$ cat src/rtl/core/cia_pkg.sv
// ----------------------------------------------------------------------------
// Interface adapter register file package
// Shared widths, register numbers, access codes and the access record.
// ----------------------------------------------------------------------------
`default_nettype none

package cia_pkg;

  localparam int unsigned DATA_W = 8;
  localparam int unsigned ADDR_W = 4;

  localparam int unsigned TEN_W = 4;
  localparam int unsigned SEC_W = 7;
  localparam int unsigned MIN_W = 7;
  localparam int unsigned HR_W  = 5;

  typedef enum logic {
    REQ_READ  = 1'b0,
    REQ_WRITE = 1'b1
  } cia_req_t;

  typedef enum logic [ADDR_W-1:0] {
    REG_PRA     = 4'h0,
    REG_PRB     = 4'h1,
    REG_DDRA    = 4'h2,
    REG_DDRB    = 4'h3,
    REG_TA_LO   = 4'h4,
    REG_TA_HI   = 4'h5,
    REG_TB_LO   = 4'h6,
    REG_TB_HI   = 4'h7,
    REG_TOD_TEN = 4'h8,
    REG_TOD_SEC = 4'h9,
    REG_TOD_MIN = 4'hA,
    REG_TOD_HR  = 4'hB,
    REG_SDR     = 4'hC,
    REG_ICR     = 4'hD,
    REG_CRA     = 4'hE,
    REG_CRB     = 4'hF
  } cia_reg_t;

  typedef struct packed {
    cia_req_t          req;
    cia_reg_t          addr;
    logic [DATA_W-1:0] data;
  } cia_access_t;

endpackage : cia_pkg

`default_nettype wire

$ cat src/rtl/core/cia_if.sv
// ----------------------------------------------------------------------------
// Interface adapter bus channels
// Request channel carrying one register access, and response channel
// carrying the byte returned for it.
// ----------------------------------------------------------------------------
`default_nettype none

interface cia_req_if;
  logic                       valid;
  logic                       ready;
  logic                       req_type;
  logic [cia_pkg::ADDR_W-1:0] reg_addr;
  logic [cia_pkg::DATA_W-1:0] write_data;

  modport source (output valid, output req_type, output reg_addr, output write_data,
                  input ready);
  modport sink   (input valid, input req_type, input reg_addr, input write_data,
                  output ready);
endinterface : cia_req_if

interface cia_rsp_if;
  logic                       valid;
  logic                       ready;
  logic [cia_pkg::DATA_W-1:0] read_data;

  modport source (output valid, output read_data, input ready);
  modport sink   (input valid, input read_data, output ready);
endinterface : cia_rsp_if

`default_nettype wire

$ cat src/rtl/core/cia_regfile.sv
// ----------------------------------------------------------------------------
// Interface adapter register storage
// Holds the port, timer, time-of-day, interrupt and control registers,
// forms the read byte for the current access and applies its side effects.
// ----------------------------------------------------------------------------
`default_nettype none

module cia_regfile (
  input  wire logic                       clk,
  input  wire logic                       rst,
  input  wire cia_pkg::cia_access_t       acc,
  input  wire logic                       fire,
  output logic [cia_pkg::DATA_W-1:0]      rdata
);
  import cia_pkg::*;

  logic [DATA_W-1:0]   port_a_out;
  logic [DATA_W-1:0]   port_b_out;
  logic [DATA_W-1:0]   port_a_dir;
  logic [DATA_W-1:0]   port_b_dir;
  logic [2*DATA_W-1:0] timer_a_value;
  logic [2*DATA_W-1:0] timer_b_value;
  logic [TEN_W-1:0]    clock_tenths;
  logic [SEC_W-1:0]    clock_seconds;
  logic [MIN_W-1:0]    clock_minutes;
  logic [HR_W-1:0]     clock_hours;
  logic [DATA_W-1:0]   irq_status;
  logic [DATA_W-1:0]   control_a;
  logic [DATA_W-1:0]   control_b;
  logic                clock_is_latched;
  logic [TEN_W-1:0]    snap_tenths;
  logic [SEC_W-1:0]    snap_seconds;
  logic [MIN_W-1:0]    snap_minutes;
  logic [DATA_W-1:0]   read_byte;

  // The serial shift register reads as zero, so its written value is not kept.
  always_comb begin
    unique case (acc.addr)
      REG_PRA:     read_byte = port_a_out & port_a_dir;
      REG_PRB:     read_byte = port_b_out & port_b_dir;
      REG_DDRA:    read_byte = port_a_dir;
      REG_DDRB:    read_byte = port_b_dir;
      REG_TA_LO:   read_byte = timer_a_value[DATA_W-1:0];
      REG_TA_HI:   read_byte = timer_a_value[2*DATA_W-1:DATA_W];
      REG_TB_LO:   read_byte = timer_b_value[DATA_W-1:0];
      REG_TB_HI:   read_byte = timer_b_value[2*DATA_W-1:DATA_W];
      REG_TOD_TEN: read_byte = DATA_W'(clock_is_latched ? snap_tenths : clock_tenths);
      REG_TOD_SEC: read_byte = DATA_W'(clock_is_latched ? snap_seconds : clock_seconds);
      REG_TOD_MIN: read_byte = DATA_W'(clock_is_latched ? snap_minutes : clock_minutes);
      REG_TOD_HR:  read_byte = DATA_W'(clock_hours);
      REG_SDR:     read_byte = '0;
      REG_ICR:     read_byte = irq_status;
      REG_CRA:     read_byte = control_a;
      REG_CRB:     read_byte = control_b;
    endcase
    rdata = (acc.req == REQ_WRITE) ? '0 : read_byte;
  end

  always_ff @(posedge clk) begin
    if (rst) begin
      port_a_out       <= '0;
      port_b_out       <= '0;
      port_a_dir       <= '0;
      port_b_dir       <= '0;
      timer_a_value    <= '0;
      timer_b_value    <= '0;
      clock_tenths     <= '0;
      clock_seconds    <= '0;
      clock_minutes    <= '0;
      clock_hours      <= '0;
      irq_status       <= '0;
      control_a        <= '0;
      control_b        <= '0;
      clock_is_latched <= 1'b0;
      snap_tenths      <= '0;
      snap_seconds     <= '0;
      snap_minutes     <= '0;
    end else if (fire) begin
      if (acc.req == REQ_WRITE) begin
        unique case (acc.addr)
          REG_PRA:     port_a_out <= acc.data;
          REG_PRB:     port_b_out <= acc.data;
          REG_DDRA:    port_a_dir <= acc.data;
          REG_DDRB:    port_b_dir <= acc.data;
          REG_TA_LO:   timer_a_value[DATA_W-1:0] <= acc.data;
          REG_TA_HI:   timer_a_value[2*DATA_W-1:DATA_W] <= acc.data;
          REG_TB_LO:   timer_b_value[DATA_W-1:0] <= acc.data;
          REG_TB_HI:   timer_b_value[2*DATA_W-1:DATA_W] <= acc.data;
          REG_TOD_TEN: begin
            clock_tenths     <= acc.data[TEN_W-1:0];
            clock_is_latched <= 1'b0;
          end
          REG_TOD_SEC: clock_seconds <= acc.data[SEC_W-1:0];
          REG_TOD_MIN: clock_minutes <= acc.data[MIN_W-1:0];
          REG_TOD_HR:  clock_hours   <= acc.data[HR_W-1:0];
          REG_SDR:     ;
          REG_ICR:     irq_status <= acc.data;
          REG_CRA:     control_a  <= acc.data;
          REG_CRB:     control_b  <= acc.data;
        endcase
      end else begin
        if (acc.addr == REG_TOD_TEN) begin
          if (!clock_is_latched) begin
            snap_tenths      <= clock_tenths;
            snap_seconds     <= clock_seconds;
            snap_minutes     <= clock_minutes;
            clock_is_latched <= 1'b1;
          end
        end else if (acc.addr == REG_TOD_HR) begin
          clock_is_latched <= 1'b0;
        end else if (acc.addr == REG_ICR) begin
          irq_status <= '0;
        end
      end
    end
  end

  a_icr_read_clears: assert property (@(posedge clk) disable iff (rst)
    (fire && acc.req == REQ_READ && acc.addr == REG_ICR) |=> (irq_status == '0))
    else $error("Interrupt register not cleared by a read.");

  a_tenths_read_latches: assert property (@(posedge clk) disable iff (rst)
    (fire && acc.req == REQ_READ && acc.addr == REG_TOD_TEN) |=> clock_is_latched)
    else $error("Tenths read did not latch the clock.");

  a_latch_freezes: assert property (@(posedge clk) disable iff (rst)
    (clock_is_latched && $past(clock_is_latched) && !$past(rst))
      |-> ($stable(snap_tenths) && $stable(snap_seconds) && $stable(snap_minutes)))
    else $error("Clock snapshot changed while latched.");

  a_release: assert property (@(posedge clk) disable iff (rst)
    (fire && acc.addr == REG_TOD_HR && acc.req == REQ_READ) ||
    (fire && acc.addr == REG_TOD_TEN && acc.req == REQ_WRITE) |=> !clock_is_latched)
    else $error("Clock latch not released.");

endmodule : cia_regfile

`default_nettype wire

$ cat src/rtl/core/complex_interface_adapter_regs_top.sv
// ----------------------------------------------------------------------------
// Interface adapter register file, top level
// Takes register read and write transactions and returns one byte for each.
// ----------------------------------------------------------------------------
//   Channel   Role     Payload
//   req       sink     req_type, reg_addr, write_data
//   rsp       source   read_data
//
// One transaction is accepted per cycle while rsp does not stall; it passes
// through the input register and then the result register, which presents
// its byte on rsp. The register update and the read byte are formed between
// the two registers. A stall on rsp holds the result register and then the
// input register. Synchronous reset clears every register to zero.
// ----------------------------------------------------------------------------
`default_nettype none

module complex_interface_adapter_regs_top (
  input  wire logic clk,
  input  wire logic rst,
  cia_req_if.sink   req,
  cia_rsp_if.source rsp
);
  import cia_pkg::*;

  logic              req_valid;
  cia_access_t       req_reg;
  logic              res_valid;
  logic [DATA_W-1:0] res_data;
  logic              advance;
  logic              fire;
  logic [DATA_W-1:0] rdata;

  assign advance   = !res_valid || rsp.ready;
  assign fire      = req_valid && advance;
  assign req.ready = !req_valid || fire;

  always_ff @(posedge clk) begin
    if (rst) begin
      req_valid <= 1'b0;
      res_valid <= 1'b0;
    end else begin
      if (req.ready) begin
        req_valid <= req.valid;
      end
      if (advance) begin
        res_valid <= req_valid;
      end
    end
  end

  always_ff @(posedge clk) begin
    if (rst) begin
      req_reg  <= '0;
      res_data <= '0;
    end else begin
      if (req.valid && req.ready) begin
        req_reg.req  <= cia_req_t'(req.req_type);
        req_reg.addr <= cia_reg_t'(req.reg_addr);
        req_reg.data <= req.write_data;
      end
      if (fire) begin
        res_data <= rdata;
      end
    end
  end

  cia_regfile u_regfile (
    .clk   (clk),
    .rst   (rst),
    .acc   (req_reg),
    .fire  (fire),
    .rdata (rdata)
  );

  assign rsp.valid     = res_valid;
  assign rsp.read_data = res_data;

  a_result_held: assert property (@(posedge clk) disable iff (rst)
    (res_valid && !rsp.ready) |=> (res_valid && $stable(res_data)))
    else $error("Result dropped while stalled.");

  a_no_fire_when_blocked: assert property (@(posedge clk) disable iff (rst)
    (res_valid && !rsp.ready) |-> !fire)
    else $error("Transaction processed while result register is full.");

  a_request_held: assert property (@(posedge clk) disable iff (rst)
    (req_valid && !fire) |=> (req_valid && $stable(req_reg)))
    else $error("Pending transaction lost.");

endmodule : complex_interface_adapter_regs_top

`default_nettype wire
$ cat src/flat_wrapper.sv
// flat-port wrapper written by rule: the top's interface ports become plain ports
module complex_interface_adapter_regs_top_flat import cia_pkg::*;
  (clk, rst, req_valid, req_req_type, req_reg_addr, req_write_data, req_ready, rsp_valid, rsp_read_data, rsp_ready);
  cia_req_if req_i ();
  cia_rsp_if rsp_i ();
  input  wire logic clk;
  input  wire logic rst;
  input wire logic [$bits(req_i.valid)-1:0] req_valid;
  input wire logic [$bits(req_i.req_type)-1:0] req_req_type;
  input wire logic [$bits(req_i.reg_addr)-1:0] req_reg_addr;
  input wire logic [$bits(req_i.write_data)-1:0] req_write_data;
  output wire logic [$bits(req_i.ready)-1:0] req_ready;
  output wire logic [$bits(rsp_i.valid)-1:0] rsp_valid;
  output wire logic [$bits(rsp_i.read_data)-1:0] rsp_read_data;
  input wire logic [$bits(rsp_i.ready)-1:0] rsp_ready;
  assign req_i.valid = req_valid;
  assign req_i.req_type = req_req_type;
  assign req_i.reg_addr = req_reg_addr;
  assign req_i.write_data = req_write_data;
  assign req_ready = req_i.ready;
  assign rsp_valid = rsp_i.valid;
  assign rsp_read_data = rsp_i.read_data;
  assign rsp_i.ready = rsp_ready;
  complex_interface_adapter_regs_top u_core (.clk(clk), .rst(rst), .req(req_i), .rsp(rsp_i));
endmodule
$ cat config.mk
export PLATFORM = sky130hd
export DESIGN_NAME = complex_interface_adapter_regs_top_flat
export DESIGN_NICKNAME = d
export VERILOG_FILES = /design/src/rtl/core/cia_pkg.sv /design/src/rtl/core/cia_if.sv /design/src/rtl/core/cia_regfile.sv /design/src/rtl/core/complex_interface_adapter_regs_top.sv /design/src/flat_wrapper.sv
export SDC_FILE = /design/constraint.sdc
export NUM_CORES = 1
export LEC_CHECK = 0
export ABC_CLOCK_PERIOD_IN_PS = 2200
export BUFFER_PORTS_ARGS = -buffer_cell sky130_fd_sc_hd__buf_2
export CORE_MARGIN = 2
export CORE_UTILIZATION = 60
export CTS_CLUSTER_SIZE = 28
export DETAILED_ROUTE_END_ITERATION = 7
export PLACE_DENSITY = 0.8
export SETUP_SLACK_MARGIN = 0.5
export SYNTH_ARGS = -nofsm -noshare
export SYNTH_HDL_FRONTEND = slang
export SYNTH_HIERARCHICAL = 1
export SYNTH_SLANG_ARGS = --single-unit
$ cat constraint.sdc
create_clock -name clk -period 2.2 [get_ports clk]
set_input_delay 0.22 -clock clk [delete_from_list [all_inputs] [get_ports clk]]
set_output_delay 0.22 -clock clk [all_outputs]
set_load 0.1 [all_outputs]
# ---- Yosys cells after proc, flatten, opt, wreduce, memory -nomap -nowiden
# Cells that the tools add are included.
dict set report word_totals {
  in_bits 17
  output_inout_bits 10
  register_bits 153
}
dict set report classes {
  n_eq_ne 18
  bitwise_logic 4
  mux 14
  n_reduce_logical 25
}
# op count
set op_table {}
lappend op_table {{case mux 8 bit (16 select lines)} 1}
lappend op_table {{two-way mux 8 bit} 6}
lappend op_table {{AND reduction 3 bit} 15}
lappend op_table {{equality test 4 bit, second input constant} 8}
lappend op_table {{bitwise AND 8 bit} 2}
lappend op_table {{equality test 4 x 3 -> 1 bit, second input constant} 4}
lappend op_table {{two-way mux 7 bit} 2}
lappend op_table {{equality test 4 x 2 -> 1 bit, second input constant} 2}
lappend op_table {{AND reduction 4 bit} 2}
lappend op_table {{equality test 4 x 1 -> 1 bit, second input constant} 1}
lappend op_table {{logical NOT 4 bit} 1}
lappend op_table {{two-way mux 1 bit} 4}
lappend op_table {{two-way mux 4 bit} 1}
lappend op_table {{!= test 2 x 1 -> 1 bit, second input constant} 2}
lappend op_table {{logical AND 1 bit} 2}
lappend op_table {{logical NOT 1 bit} 2}
lappend op_table {{logical OR 1 bit} 2}
lappend op_table {{!= test 2 bit, second input constant} 1}
lappend op_table {{NOT 1 bit} 2}
lappend op_table {{nonzero test 2 bit} 1}

# ---- Longest topological paths before layout
dict set report depth {
  depth_word 5
  ltp_mapped 9
  ltp_nobuf 6
}

# ---- By module
# The synthesis kept the hierarchy.
# module area_per_inst_um2 n_inst cells_per_inst
set by_module_without_submodules {}
lappend by_module_without_submodules {cia_regfile 6162.2 1 716}
lappend by_module_without_submodules {complex_interface_adapter_regs_top 985.9 1 102}

# ---- Worst setup path after synthesis
# No wires, ideal clock.
dict set report synth_timing {
  kind {register to register}
  from {register u_core.res_valid, in the netlist u_core/rsp.valid}
  to {register u_core.u_regfile.clock_seconds[0]}
  setup_slack_ns -0.447
  setup_time_ns 0.071
  path_stages_with_launch 9
  t_required_ns 2.129
  arrival_time_ns 2.577
  cell_sequence {dfxtp_1 > nor2b_4 > buf_2 > nor2_1 > nand2_1 > buf_2 > clkbuf_1 > o21ai_0 > a21oi_1}
}
dict set report synth_via {
  elab_chain_cells 4
}
# item line
set synth_lines {}
lappend synth_lines {{from (decl)} complex_interface_adapter_regs_top.sv:27} ;# logic res_valid;
lappend synth_lines {{from (signal assigned)} complex_interface_adapter_regs_top.sv:46} ;# res_valid <= req_valid;
lappend synth_lines {{logical NOT 1 bit} complex_interface_adapter_regs_top.sv:33} ;# assign advance = !res_valid || rsp.ready;
lappend synth_lines {{logical OR 1 bit} complex_interface_adapter_regs_top.sv:33}
lappend synth_lines {{logical AND 1 bit} complex_interface_adapter_regs_top.sv:34} ;# assign fire = req_valid && advance;
lappend synth_lines {{via u_core.fire} complex_interface_adapter_regs_top.sv:30} ;# logic fire;
lappend synth_lines {{AND reduction 3 bit (no line)} --}
lappend synth_lines {{to (signal assigned)} cia_regfile.sv:93} ;# REG_TOD_SEC: clock_seconds <= acc.data[SEC_W-1:0];
lappend synth_lines {{to (decl)} cia_regfile.sv:24} ;# logic [SEC_W-1:0] clock_seconds;
# The timed path passes the listed nets, and every way through them passes these cells.
# A chain may end at the register's enable or synchronous reset.

# ---- Worst setup path after layout
dict set report layout_timing {
  from {register u_core/req_reg[11] (netlist name)}
  to {register u_core.res_data[0], in the netlist u_core/rsp.read_data[0]}
}
dict set report layout_via {
  elab_chain_cells 3
}
# item line
set layout_lines {}
lappend layout_lines {{from (decl)} complex_interface_adapter_regs_top.sv:26} ;# cia_access_t req_reg;
lappend layout_lines {{equality test 4 bit (tied with other cells)} cia_regfile.sv:38} ;# unique case (acc.addr)
lappend layout_lines {{case mux 8 bit (16 select lines) (*)} cia_regfile.sv:38}
lappend layout_lines {{two-way mux 8 bit (*)} cia_regfile.sv:56} ;# rdata = (acc.req == REQ_WRITE) ? '0 : read_byte;
lappend layout_lines {{via u_core.rdata[0]} complex_interface_adapter_regs_top.sv:31} ;# logic [DATA_W-1:0] rdata;
lappend layout_lines {{to (signal assigned)} complex_interface_adapter_regs_top.sv:62} ;# res_data <= rdata;
lappend layout_lines {{to (decl)} complex_interface_adapter_regs_top.sv:28} ;# logic [DATA_W-1:0] res_data;
# Mark *: on every way through the listed nets, which the timed path passes. The rest lies on a longest branch.

==> metrics.md <==
| Metric | Value |
|---|---|
| Sequential area share after synthesis | 42.8% |
| Final core utilization | 81.7% |
| Initial antenna violation count | 0 |
| Fmax | 504 MHz |
| Hold Crit Class | in2reg |
| Unrepaired setup endpoints after global routing | yes |
| Grt ovf | 0 |
| CP startpoint | u_core/req_reg[11] |
| Fin Setup TNS | 0 ns |
| Post-layout nets | 916 |
| Crit path capture type | flip-flop |
| Final period util | 90.3% |
| Largest net degree at the start of global routing | 73 |
| CP Class | reg2reg |
| Std-Cell Rows | 39 |
| Vias per Instance | 6.45 |
| IO Port Bufs | 26 |
| Final WL | 24,200 um |
| Mapped Avg Cell Area | 8.74 um2 |
| Max Buffers Root-to-Sink | 2 |
| Post-Syn Instances | 818 |
| Vias in the first global route | 6,391 |
| Die height | 113 um |
| First-pass GRT wire length | 35,800 um |
| Die outline width | 113 um |
| CTS tree | done |
| Final worst setup slack | 0.214 ns |
| Clk slew on worst S/H paths | 0.06 ns |
| Final min period | 1.99 ns |
| Critical path data required time | 2.56 ns |
| Inserted Diodes | 0 |
| Place WS | 0.157 ns |
| Cts bufs inserted | 17 |
| Synth-to-layout area growth | 31.7% |
| Synth warn | 6 |
| FF-to-FF setup slack | 0.21 ns |
| Drt wl/cell | 22.9 um |
| CP Max Fanout | 8 |
| Most used flip-flop cell after synthesis | dfxtp_1 |
| PD cells | 706 nW/um2 |
| Worst-Margin Slew | 0.985 ns |
| Status | complete, but fails checks |
| Core region area | 11,500 um2 |
| Yosys cell types | 69 |
| Starting DRT DRC Count | 840 |
| Post-DP HPWL | 14,800 um |
| Max Slew Vio Count | 0 |
| Register-to-Register Path Depth | 7 |
| Pre-antenna DRT Iters | 8 |
| CTS H-Tree Depth | 4 |
| Maximum vdd drop | 0.000637 V |
| Root buffer cell | clkbuf_16 |
| Leakage | 3.43 nW |
| Setup-failing EPs final | 0 |
| RR Endpoint | u_core/rsp.read_data[0] |
| Share of synthesized registers carrying an async set or reset | 0% |
| CTS Sinks | 153 |
| Filler instances | 723 |
| Post-synthesis instance area | 7150 um2 |
| Power, Total | 6.64 mW |
| Final Hold Fails | 0 |
| FF-to-FF Start | u_core/req_reg[11] |
| Tot GR Track Use | 36.8% |
| Max-cap viol count | 0 |
| Global placer's final weighted congestion | 1.04 |
| EDFF count, synth | 0 |
| # IOs | 27 |
| Seq cells post-synth | 153 |
| Share of cells above drive strength 1 | 28.4% |
| Initial Utilization | 62.1% |
| Worst slew margin | 34.2% |
| Via count | 6,803 |
| Synthesized Nets | 835 |
| Post-route DRC | 5 |
| Die area | 12,800 um2 |
| Post-route ant nets | 0 |
| Failing checks | DRC |
| Clock Skew | 0.00930 ns |
| CP Launch Type | flip-flop |
| Clk Latency, worst-skew pair | 0.43 ns |
| CP endpoint | u_core/rsp.read_data[0] |
| CP arrival | 2.34 ns |
==> critical path: stages (launching register included) <==
cell and delay (ns):
dfxtp_4 0.36, buf_12 0.14, or4b_4 0.58, o22ai_2 0.19
nor3_1 0.07, a311oi_1 0.29, nand3_1 0.13, a21oi_1 0.14
==> kinds of logic (layout without fill, tap and decap cells) <==
kind of cell / Yosys count / in the layout / share of synthesized area (%)
DFF: 153 / 153 / 42.8
and+or+nand+nor: 272 / 273 / 19.1
AOI/OAI and AO/OA: 206 / 206 / 17.3
buffers and inverters: 76 / 169 / 5.11
muxes: 111 / 111 / 15.6
==> area by class of cell <==
class / count / area (um2) / area share (%)
clock buffer: 22 / 454 / 4.83
sequential: 153 / 3080 / 32.7
inverter: 6 / 22.5 / 0.239
clock inverter: 10 / 144 / 1.53
tap: 143 / 179 / 1.90
multi-input combinational: 590 / 4140 / 44.0
timing repair buffer: 131 / 1400 / 14.8
==> where the power goes <==
| part | leakage, nW | internal, mW | switching (mW) |
|---|---|---|---|
| registers | 1.24 | 2.80 | 0.0578 |
| clock network | 0.289 | 1.82 | 1.16 |
| logic | 1.90 | 0.340 | 0.468 |
==> placed cells by master (no fill, tap or decap), types with 4 or more instances in the layout <==
cell / instances
nand2_1: 74
clkbuf_1: 4
a22o_1: 6
nor3_1: 4
o21ai_0: 50
nand3_1: 19
mux2i_1: 97
o22ai_1: 4
buf_4: 55
dfxtp_1: 147
o21ai_1: 11
nand2_2: 12
mux2i_2: 6
nor3_4: 4
inv_1: 6
a32oi_1: 6
a311oi_1: 5
a21oi_1: 69
a21oi_2: 13
buf_2: 25
nor2b_4: 5
mux2_2: 6
nor2_1: 79
buf_6: 24
clkbuf_16: 19
buf_12: 18
nor2_4: 8
clkinv_4: 4
nand2b_1: 28
==> synth_stat cells (all sizes together), types with 3 or more instances <==
library cell | count | share of area, %
a21oi | 82 | 5.7
a22o | 6 | 0.74
a22oi | 4 | 0.42
a311oi | 7 | 0.86
a31oi | 3 | 0.26
a32oi | 6 | 0.74
and2 | 3 | 0.26
buf | 31 | 2.7
clkbuf | 39 | 2.0
dfxtp | 153 | 43
inv | 6 | 0.32
mux2 | 6 | 0.95
mux2i | 105 | 15
nand2 | 88 | 4.7
nand2b | 30 | 2.7
nand3 | 20 | 1.4
nand4 | 3 | 0.26
nor2 | 87 | 4.7
nor2b | 9 | 0.93
nor3 | 10 | 1.1
nor4 | 3 | 0.68
o21ai | 64 | 4.5
o22ai | 7 | 0.61
o2bb2ai | 4 | 0.49
==> worst min-delay path by stage <==
stage	startpoint	end	slack [ns]	cells past startpoint
floorplan	req_valid	u_core/req_valid	0.34	2
global placement	u_core/u_regfile/irq_status[4]	u_core/u_regfile/irq_status[4]	0.44	2
detailed placement	u_core/u_regfile/irq_status[4]	u_core/u_regfile/irq_status[4]	0.45	2
CTS	req_valid	u_core/req_valid	0.03	3
global route	req_valid	u_core/req_valid	0.05	3
finish	req_valid	u_core/req_valid	0.03	3
==> per-stage QoR <==
| step | cell area, um2 | hold slack [ns] | std cells |
|---|---|---|---|
| after floorplan | 7270 | 0.337 | 818 |
| final | 9410 | 0.0311 | 1055 |
| after detailed placement | 7600 | 0.447 | 961 |
| after global placement | 7600 | 0.442 | 961 |
| after CTS | 8900 | 0.0312 | 1031 |
| after global routing | 9410 | 0.0513 | 1055 |
==> metal layers <==
metal / wire [um] / vias up / part of all wire, % / track usage (%)
li1: - / 3061 / - / -
met1: 10400 / 3283 / 43 / 50.3
met2: 10900 / 376 / 45 / 55.8
met3: 1950 / 83 / 8.1 / 8.73
met4: 993 / 0 / 4.1 / 16.1
met5: 0 / - / 0 / 0
==> repair_timing <==
action / CTS / global route
setup endpoints to repair: 138 / 126
gates cloned: 6 / 2
pin swaps: 25 / 41
hold buffers: 0 / 0
setup buffers: 32 / 22
resized for setup: 66 / 79
Power figures use the tool's default switching activity.
